**config.mk**
```make
export PLATFORM = sky130hd
export DESIGN_NAME = rws_mem
export DESIGN_NICKNAME = d
export VERILOG_FILES = /design/src/design/roulette_wheel_selection_defines.svh /design/src/design/rws_pkg.sv /design/src/design/rws_mem.sv
export SDC_FILE = /design/constraint.sdc
export NUM_CORES = 2
export LEC_CHECK = 0
export BUFFER_PORTS_ARGS = -buffer_cell sky130_fd_sc_hd__buf_2
export CAP_MARGIN = 40
export CORE_MARGIN = 3
export CORE_UTILIZATION = 45
export CTS_BUF_LIST = sky130_fd_sc_hd__clkbuf_4
export DETAILED_ROUTE_END_ITERATION = 7
export GPL_TIMING_DRIVEN = 0
export MAX_ROUTING_LAYER = met4
export PLACE_DENSITY = 0.63
export REMOVE_ABC_BUFFERS = 1
export SYNTH_ARGS = -nofsm -noshare
export SYNTH_HDL_FRONTEND = slang
export SYNTH_SLANG_ARGS = --single-unit
export TNS_END_PERCENT = 10
```
**constraint.sdc**
```tcl
create_clock -name i_clk -period 4.85 [get_ports i_clk]
set_clock_uncertainty 0.1 [all_clocks]
set_input_delay 0.2425 -clock i_clk [delete_from_list [all_inputs] [get_ports i_clk]]
set_output_delay 0.2425 -clock i_clk [all_outputs]
set_load 0.05 [all_outputs]
```
**src/design/roulette_wheel_selection_defines.svh**
```systemverilog
// Assertion macros shared by the roulette wheel selection block.
`ifndef ROULETTE_WHEEL_SELECTION_DEFINES_SVH
`define ROULETTE_WHEEL_SELECTION_DEFINES_SVH

// Same-cycle implication, checked outside reset.
`define RWS_ASSERT_IMPL(label, clk, rst_n, ante, cons) \
    label: assert property (@(posedge clk) disable iff (!(rst_n)) (ante) |-> (cons)) \
        else $error("roulette wheel selection: same-cycle check failed");

// Next-cycle implication, checked outside reset.
`define RWS_ASSERT_NEXT(label, clk, rst_n, ante, cons) \
    label: assert property (@(posedge clk) disable iff (!(rst_n)) (ante) |=> (cons)) \
        else $error("roulette wheel selection: next-cycle check failed");

`endif

```
**src/design/rws_pkg.sv**
```systemverilog
`default_nettype none

package rws_pkg;

    localparam int POP_SIZE_DEF     = 256;
    localparam int FITNESS_BITS_DEF = 16;

    localparam int FRAC_W   = 16;
    localparam int FRAC_ONE = 65535;
    localparam int INDEX_W  = 8;

    localparam logic CMD_LOAD   = 1'b0;
    localparam logic CMD_SELECT = 1'b1;

    typedef enum logic [1:0] {
        ST_OK    = 2'd0,
        ST_EMPTY = 2'd1,
        ST_ZERO  = 2'd2,
        ST_FULL  = 2'd3
    } t_status;

endpackage

`default_nettype wire

```
**src/design/rws_mem.sv**
```systemverilog
`default_nettype none

module rws_mem #(
    parameter int DEPTH  = rws_pkg::POP_SIZE_DEF,
    parameter int DATA_W = rws_pkg::FITNESS_BITS_DEF
) (
    input  wire                       i_clk,
    input  wire                       i_we,
    input  wire  [$clog2(DEPTH)-1:0]  i_waddr,
    input  wire  [DATA_W-1:0]         i_wdata,
    input  wire                       i_re,
    input  wire  [$clog2(DEPTH)-1:0]  i_raddr,
    output logic [DATA_W-1:0]         o_rdata
);

    logic [DATA_W-1:0] r_mem [DEPTH];
    logic [DATA_W-1:0] r_rdata;

    always_ff @(posedge i_clk) begin
        if (i_we) begin
            r_mem[i_waddr] <= i_wdata;
        end
    end

    always_ff @(posedge i_clk) begin
        if (i_re) begin
            r_rdata <= r_mem[i_raddr];
        end
    end

    assign o_rdata = r_rdata;

endmodule

`default_nettype wire

```
==> flow_metrics.tcl <==
set metrics [dict create \
    final_common_cell "edfxtp_1" \
    cpPeakStageDelay_ps 930 \
    final_cell_mix "edfxtp_1, clkbuf_4, mux4_2" \
    rsz0062_at_grt "false" \
    die_w_um 600 \
    required_ps 6060 \
    drcViolationCount 0 \
    rrSetupSlack_ps 1140 \
    antenna_found_initial 12 \
    grtUsageMet3_pct 6.06 \
    tritoncts "built" \
    path_clk_slew_ps 70 \
    gp_congestion 0.847 \
    fin_nets 8636 \
    drtAntennaViolNets 0 \
    hp-start "i_re" \
    grt_max_degree 153 \
    worst_slew_pin_slew_ps 1120 \
    status "finished, final reports clean" \
    synthToLayoutAreaGrowth_pct 15.9 \
    cp_max_fo 109 \
    setup_tns_ps 0 \
    wire_per_inst_um 29.5 \
    critPathSlowestCell "o32ai_2" \
    finalSetupViolCount 0 \
    grt_pass1_vias 84100 \
    grt.overflow.total 0 \
    path_cells "buf_12 -> buf_16 -> buf_16 -> buf_16 -> buf_16 -> mux4_2 -> mux2_2 -> a22oi_1 -> nand2_1 -> o32ai_2 -> nor4_1 -> clkdlybuf4s15_2" \
    hold_viol 0 \
    fp-row-count 217 \
    clk_path_buf_depth 5 \
    vdd_drop_max_v 0.000209 \
    start_util_pct 45.3 \
    drive_above_1_share_pct 35.1 \
    startpoint_type "input port" \
    finalCriticalPeriod_ps 4720 \
    async_flop_share_pct 0 \
    totalWireLength_um 412000 \
    dp_hpwl_um 252000 \
    drt_iter0_markers 9339 \
    grt_use_met2_pct 35.4 \
    coreArea_um2 351000 \
    power_density_nw_per_um2 386 \
    cp-end-kind "flip-flop" \
    clock_sinks 4112 \
    synth_cell_types 51 \
    synth_top_area_share_pct 77.7 \
    hold_depth 3 \
    maxCapViolations 0 \
    max_freq_mhz 212 \
    insertion_delay_ps 1640 \
    rr_worst_depth 7 \
    p_leak_uw 0.0594 \
    ys_warn_count 0 \
    synth.avg_cell_area_um2 21.6 \
    synth_area_um2 159000 \
    cts-buffers-inserted 1096 \
    die_y_um 600 \
    top_usage_layer "met2" \
    finalInstanceArea_um2 184000 \
    min_path_type "input port to flip-flop" \
    hold_path_end "o_rdata[1]" \
    h-tree-depth 7 \
    die_area_um2 360000 \
    portBuffers 50 \
    fillCellCount 27200 \
    cts_setup_buffers 0 \
    yosys-top-cells-area "edfxtp_1, mux4_2, mux2i_1" \
    crit_arrival_ps 5920 \
    place_area_um2 170000 \
    grt_pass1_wl_um 588000 \
    relSlewSlack_pct 25.2 \
    grt_usage_pct 23.7 \
    synth_edf_count 4112 \
    ys.flop_type "edfxtp_1" \
    worst_r2r_startpoint "r_mem[9][11]" \
    r2r_end "o_rdata[11]" \
    critPathKind "input port to flip-flop" \
    min_period_over_period_pct 97.3 \
    ys_seq_area_share_pct 77.7 \
    crit_top_cell "buf_16" \
    ys_seq_elements 4112 \
    first_pass_iters 8 \
    root_buffer "clkbuf_4" \
    grt_use_met1_pct 30.8 \
    pin_count 51 \
    synthCells 7360 \
    viasPerCell 5.91 \
    slew_viol_final 0 \
    vias 82400 \
    synth_top_area_cell "edfxtp_1" \
]
## routing by layer
| layer | wire, um | vias up |
|---|---|---|
| met5 | 0 | - |
| met4 | 16100 | 0 |
| met3 | 36600 | 712 |
| met2 | 197000 | 4257 |
| met1 | 162000 | 43000 |
| li1 | - | 34400 |
## cells by family after synthesis
kind of cell	Yosys count	share of synthesized area (%)
AOI/OAI and AO/OA	786	3.53
buffers and inverters	456	1.69
DFF	4112	77.7
muxes	1450	15.5
and+or+nand+nor	556	1.57
## flip-flops by register name, indices dropped and copies added (netlist names)
signal	count
r_mem	4096
o_rdata	16
## what timing repair did
item,CTS,global route
resized for setup,1,6
setup endpoints to repair,1,6
gates cloned,0,1
hold buffers,108,0
hold endpoints to repair,8201,0
## synth_stat cells (2+ instances only)
| cell | count |
|---|---|
| buf_6 | 77 |
| nand2b_1 | 3 |
| nand4b_1 | 3 |
| a2111oi_0 | 6 |
| and3_1 | 11 |
| o22ai_1 | 148 |
| and4_1 | 2 |
| buf_4 | 26 |
| nand4_1 | 26 |
| clkbuf_1 | 230 |
| nor2b_1 | 9 |
| a22o_1 | 32 |
| a31oi_1 | 6 |
| buf_8 | 11 |
| buf_1 | 27 |
| mux2_2 | 88 |
| o31ai_1 | 16 |
| a22oi_1 | 43 |
| nor2_1 | 304 |
| inv_1 | 3 |
| or3_1 | 2 |
| mux2i_1 | 565 |
| o21ai_0 | 37 |
| a21oi_1 | 175 |
| nor3_1 | 92 |
| nand3_1 | 35 |
| buf_2 | 76 |
| edfxtp_1 | 4112 |
| buf_12 | 5 |
| o221ai_1 | 252 |
| a221oi_1 | 28 |
| nand2_1 | 38 |
| nor4bb_1 | 2 |
| o32ai_1 | 20 |
| a21o_1 | 2 |
| nor4_1 | 17 |
| a211oi_1 | 18 |
| or2_2 | 4 |
| mux4_2 | 797 |
## critical path, delay by kind of cell
kind / cells / cell delay, ps
and+or+nand+nor: 2 / 400
muxes: 2 / 860
AOI/OAI and AO/OA: 2 / 1450
buffers and inverters: 6 / 2430
## metrics by stage
step	setup WS, ps	total power (uW)	instances	hold WS (ps)	util (%)
2_1_floorplan	-2130	41500	6908	241	-
3_3_place_gp	-51870	46100	11700	673	46.3
3_5_place_dp	-1940	43800	12100	548	48.6
4_1_cts	86.0	71800	13900	1.97	52.5
5_1_grt	59.1	73900	13900	-1.97	52.5
6_report	132	71100	13900	180	52.5
## cell type report
cell class | count | area, um^2 | share of cell area (%)
Antenna cell | 14 | 35.0 | 0.0190
Clock buffer | 1500 | 11300 | 6.12
Clock inverter | 213 | 1130 | 0.616
Inverter | 4 | 30.0 | 0.0163
Multi-Input combinational cell | 2792 | 33500 | 18.2
Sequential cell | 4112 | 123000 | 67.1
Tap cell | 4708 | 5890 | 3.20
Timing Repair Buffer | 595 | 8760 | 4.76
## worst max path at each step
stage,depth (start not counted),to,from
after floorplan,6,o_rdata[4],i_raddr[2]
after global placement,7,o_rdata[14],i_raddr[1]
after detailed placement,13,o_rdata[15],i_raddr[0]
after CTS,12,o_rdata[14],i_raddr[0]
after global routing,12,o_rdata[3],i_raddr[0]
final,12,o_rdata[11],i_raddr[0]
## power by group
part           switching (uW)  leakage, uW  total, uW  internal [uW]
Clock                   13300      0.00747      28000          14800
Combinational            2510       0.0149       3900           1380
Sequential               26.9       0.0370      39200          39200
(Power assumes the default switching activity.)
