File: config.mk
export PLATFORM = sky130hd
export DESIGN_NAME = rws_mul
export DESIGN_NICKNAME = d
export VERILOG_FILES = /design/src/design/roulette_wheel_selection_defines.svh /design/src/design/rws_pkg.sv /design/src/design/rws_mul.sv
export SDC_FILE = /design/constraint.sdc
export NUM_CORES = 1
export LEC_CHECK = 0
export BUFFER_PORTS_ARGS = -buffer_cell sky130_fd_sc_hd__buf_4
export CORE_AREA = 8 8 72 136
export DETAILED_ROUTE_END_ITERATION = 12
export DIE_AREA = 0 0 80 144
export PLACE_DENSITY = 0.72
export SYNTH_ARGS = -nofsm -noshare
export SYNTH_HDL_FRONTEND = slang
export SYNTH_SLANG_ARGS = --single-unit
File: constraint.sdc
create_clock -name i_clk -period 8.3 [get_ports i_clk]
set_input_delay 2.49 -clock i_clk [delete_from_list [all_inputs] [get_ports i_clk]]
set_output_delay 2.49 -clock i_clk [all_outputs]
set_load 0.02 [all_outputs]
File: src/design/roulette_wheel_selection_defines.svh
// Assertion macros shared by the roulette wheel selection block.
`ifndef ROULETTE_WHEEL_SELECTION_DEFINES_SVH
`define ROULETTE_WHEEL_SELECTION_DEFINES_SVH

// Same-cycle implication, checked outside reset.
`define RWS_ASSERT_IMPL(label, clk, rst_n, ante, cons) \
    label: assert property (@(posedge clk) disable iff (!(rst_n)) (ante) |-> (cons)) \
        else $error("roulette wheel selection: same-cycle check failed");

// Next-cycle implication, checked outside reset.
`define RWS_ASSERT_NEXT(label, clk, rst_n, ante, cons) \
    label: assert property (@(posedge clk) disable iff (!(rst_n)) (ante) |=> (cons)) \
        else $error("roulette wheel selection: next-cycle check failed");

`endif

File: src/design/rws_pkg.sv
`default_nettype none

package rws_pkg;

    localparam int POP_SIZE_DEF     = 256;
    localparam int FITNESS_BITS_DEF = 16;

    localparam int FRAC_W   = 16;
    localparam int FRAC_ONE = 65535;
    localparam int INDEX_W  = 8;

    localparam logic CMD_LOAD   = 1'b0;
    localparam logic CMD_SELECT = 1'b1;

    typedef enum logic [1:0] {
        ST_OK    = 2'd0,
        ST_EMPTY = 2'd1,
        ST_ZERO  = 2'd2,
        ST_FULL  = 2'd3
    } t_status;

endpackage

`default_nettype wire

File: src/design/rws_mul.sv
`default_nettype none

module rws_mul #(
    parameter int TOTAL_W = rws_pkg::FITNESS_BITS_DEF + 8
) (
    input  wire                                i_clk,
    input  wire                                i_rst_n,
    input  wire                                i_start,
    input  wire  [rws_pkg::FRAC_W-1:0]         i_frac,
    input  wire  [TOTAL_W-1:0]                 i_total,
    output logic                               o_done,
    output logic [TOTAL_W+rws_pkg::FRAC_W-1:0] o_product
);

    localparam int PW    = TOTAL_W + rws_pkg::FRAC_W;
    localparam int CNT_W = $clog2(rws_pkg::FRAC_W);
    localparam logic [CNT_W-1:0] CNT_LAST = CNT_W'(rws_pkg::FRAC_W - 1);

    logic [PW-1:0]              r_acc;
    logic [rws_pkg::FRAC_W-1:0] r_frac;
    logic [CNT_W-1:0]           r_cnt;
    logic                       r_busy;
    logic                       r_done;

    always_ff @(posedge i_clk) begin
        if (!i_rst_n) begin
            r_busy <= 1'b0;
            r_done <= 1'b0;
        end else begin
            r_done <= 1'b0;
            if (i_start) begin
                r_busy <= 1'b1;
            end else if (r_busy && r_cnt == CNT_LAST) begin
                r_busy <= 1'b0;
                r_done <= 1'b1;
            end
        end
    end

    // Most significant fraction bit first: one shift and add per cycle.
    always_ff @(posedge i_clk) begin
        if (i_start) begin
            r_acc  <= '0;
            r_frac <= i_frac;
            r_cnt  <= '0;
        end else if (r_busy) begin
            r_acc  <= (r_acc << 1) +
                      (r_frac[rws_pkg::FRAC_W-1] ? PW'(i_total) : PW'(0));
            r_frac <= r_frac << 1;
            r_cnt  <= r_cnt + CNT_W'(1);
        end
    end

    assign o_done    = r_done;
    assign o_product = r_acc;

endmodule

`default_nettype wire

==> impl_metrics.csv <==
group,metric,value,unit
synth,synth_top_flop_cell,"dfxtp_1",
global_routing,grt_pass1_wl,15300,µm
hold_path,holdPathEnd,"o_product[16]",
sta,tightest_slew,1.11,ns
sta,finalSetupViolations,0,
hold_path,holdCritStartpoint,"o_product[16]",
critical_path,worstReg2RegEnd,"o_product[39]",
synth,ys_types,58,
synth,async_reset_ff_share,0,%
routing,drc,0,
routing,ant_nets,0,
place,port_buffers,83,
synth,postSynthAreaPerCell,9.15,µm²
routing,drtIter0Drc,217,
sta,post-route-period-util,60.1,%
sta,grt_setup_unrepaired,"false",
clock_network,cts_buffers,9,
global_routing,grt_pass1_vias,3367,
floorplan,ioPinCount,84,
critical_path,crit_family,"simple AND/OR/NAND/NOR gates",
synth,synth_edf_count,16,
critical_path,crit_fanout,14,
synth,synth_top_area_cell,"dfxtp_1",
clock_network,cts_tree,"built",
floorplan,fp.dieW,80,µm
routing,routed_via_density,5.61,
clock_network,htreeDepth,3,
layout,final_nets,567,
global_routing,track_usage,16.4,%
global_routing,overflow,0,
floorplan,core_area,0.00812,mm²
layout,drive_gt1_share,25.8,%
power,p_leak,0.00209,µW
routing,highest-signal-layer,"met4",
clock_network,clkLatencyLatePin,0.32,ns
clock_network,ctsResizeCount,0,
sta,maxClockFrequency,0.200,GHz
hold_path,holdPathStages,2,
global_routing,grt_max_degree,52,
routing,dr_wl_met3,655,µm
critical_path,crit_buf_inv,2,
routing,wl,9190,µm
power,p_per_area,186,mW/mm²
place,gp_congestion,0.861,
critical_path,cpPeakStageDelay,0.65,ns
layout,final_common_cell,"buf_4",
global_routing,antenna_found_initial,0,
sta,period_needed,4.99,ns
sta,tns,0,ns
critical_path,ff2ff_path_depth,12,
routing,m1WireLength,3940,µm
critical_path,crit_slowest_cell,"or4_2",
critical_path,worst-setup-path-type,"primary input to flop",
power,vdd_drop_max,0.119,mV
layout,mostFrequentLayoutCells,"83 x buf_4, 45 x dfxtp_1, 37 x nand2_1, 37 x nor2_1, 24 x ha_1",
critical_path,worstPathArrival,5.25,ns
synth,synth-seq-area-share,36.3,%
routing,num_vias,3380,
layout,nFillCells,756,
synth,yosysWarningCount,0,
floorplan,die_height,144,µm
sta,worst_clock_skew,0.00626,ns
floorplan,die_area,0.0115,mm²
routing,wl_per_cell,15.3,µm
floorplan,rows,47,
layout,utilization,59.1,%
hold_path,hp-class,"flop to flop",
synth,syn_inst,422,
clock_network,path_clk_slew,0.05,ns
sta,slew_headroom,25.8,%
clock_network,cts-root-buf,"clkbuf_16",
critical_path,worstPathRequired,8.56,ns
clock_network,cts_setup_buffers,0,
routing,drtPass1Iterations,4,
floorplan,start_util,47.6,%
critical_path,r2r_setup_slack,4.66,ns
synth,ys_seq_elements,62,
run,maxCapViolCount,0,
sta,finalMaxSlewViolations,0,
clock_network,cts_sinks,62,
synth,synth_top_cell_area_share,23.9,%
critical_path,crit_path_end_kind,"flop",
critical_path,crit_path_cell_trace,"buf_4, and2_1, ha_1, inv_1, fa_1, and2b_1, o211ai_1, a21boi_0, o211ai_1, o21ai_2, o21ai_2, or4_2, nand3_1",
layout,antenna_cells,0,
synth,syn-num-nets,490,
routing,met2RoutedLength,4410,µm
clock_network,clock_path_buffers,2,
critical_path,r2r_start,"r_frac[15]",
synth,synthTopCellsByArea,"dfxtp_1 24%, edfxtp_1 12%, ha_1 7.8%",
synth,netlist_area,0.00386,mm²
critical_path,critPathLaunchType,"primary input",
layout,area_growth,24.2,%
outcome,status,"finished clean",
clock_network,hold_buffers,0,
sta,hold_viol,0,
place,post-dp-hpwl,6750,µm
area by class of cell:
class | count | area [µm²] | share of cell area (%)
clock buffer | 10 | 229 | 4.78
multi-input combinational | 332 | 2310 | 48.2
inverter | 11 | 41.3 | 0.861
timing repair buffer | 83 | 623 | 13.0
clock inverter | 6 | 62.6 | 1.31
sequential | 62 | 1400 | 29.3
tap | 98 | 123 | 2.56
tightest hold or removal path, delay by kind of cell (launching register included):
family          cells  cell delay [ns]
simple gates        1             0.05
flops               1             0.32
compound gates      1             0.06
sequential cells by signal, summed over array words and instances, names as in the netlist:
register	cells
r_frac	16
o_done	1
r_cnt	4
r_busy	1
o_product	40
metrics by stage:
stage | instance area (µm²) | worst slack [ns] | total power (µW) | cells | hold slack, ns
global placement | 4500 | 3.07 | 530 | 586 | 0.472
detailed placement | 4500 | 2.99 | 533 | 586 | 0.482
CTS | 4790 | 3.32 | 900 | 602 | 0.489
finish | 4790 | 3.31 | 893 | 602 | 0.491
floorplan | 3860 | 3.34 | 475 | 422 | 0.460
global route | 4790 | 3.13 | 931 | 602 | 0.524
worst max-delay path by stage:
stage | startpoint | cells after the start | to
2_1_floorplan | i_total[1] | 13 | o_product[31]
3_3_place_gp | i_total[1] | 13 | o_product[39]
3_5_place_dp | i_total[1] | 13 | o_product[39]
4_1_cts | i_total[1] | 13 | o_product[39]
5_1_grt | i_total[1] | 13 | o_product[39]
6_report | i_total[1] | 13 | o_product[39]
kinds of logic (layout without fill, tap and decap cells):
logic type / count (synthesis) / count (layout) / share of synthesized area, %
buffers and inverters: 28 / 110 / 3.79
multiplexers: 26 / 26 / 7.23
flip-flops: 62 / 62 / 36.3
AO/OA/AOI/OAI: 98 / 98 / 17.7
adder cells (fa/ha/maj): 25 / 25 / 8.30
XOR/XNOR: 24 / 24 / 5.45
AND/OR/NAND/NOR: 159 / 159 / 21.2
synthesized netlist by cell type, types with 2 or more instances:
cell / number
a211o_1: 2
a211oi_1: 9
a21o_1: 10
a21oi_1: 17
a21oi_2: 2
a311oi_1: 3
a31oi_1: 3
and2_1: 23
and3_1: 4
and4_1: 2
buf_6: 4
clkbuf_1: 11
dfxtp_1: 46
edfxtp_1: 16
ha_1: 24
inv_1: 11
mux2_2: 15
mux2i_1: 11
nand2_1: 37
nand2b_1: 9
nand3_1: 18
nand3b_1: 2
nand4_1: 7
nor2_1: 37
nor2b_1: 2
nor3_1: 2
o2111ai_1: 4
o211ai_1: 11
o21a_1: 3
o21ai_0: 17
o21ai_2: 3
o21bai_1: 2
or3_1: 3
or4_2: 6
xnor2_1: 10
xor2_1: 14
power breakdown:
| part | switching, µW | total [µW] | leakage (µW) | internal (µW) |
|---|---|---|---|---|
| Combinational | 85.9 | 166 | 0.00141 | 79.8 |
| Sequential | 24.8 | 360 | 0.000538 | 335 |
| Clock | 136 | 367 | 0.000136 | 231 |
| Total | 246 | 893 | 0.00209 | 646 |
metal layers:
metal  up-vias  track usage (%)
met1      1562             19.3
met2        98             26.8
met4         0             6.18
met5         -                0
li1       1703                -
met3        17             4.98
Power figures use the tool's default switching activity.
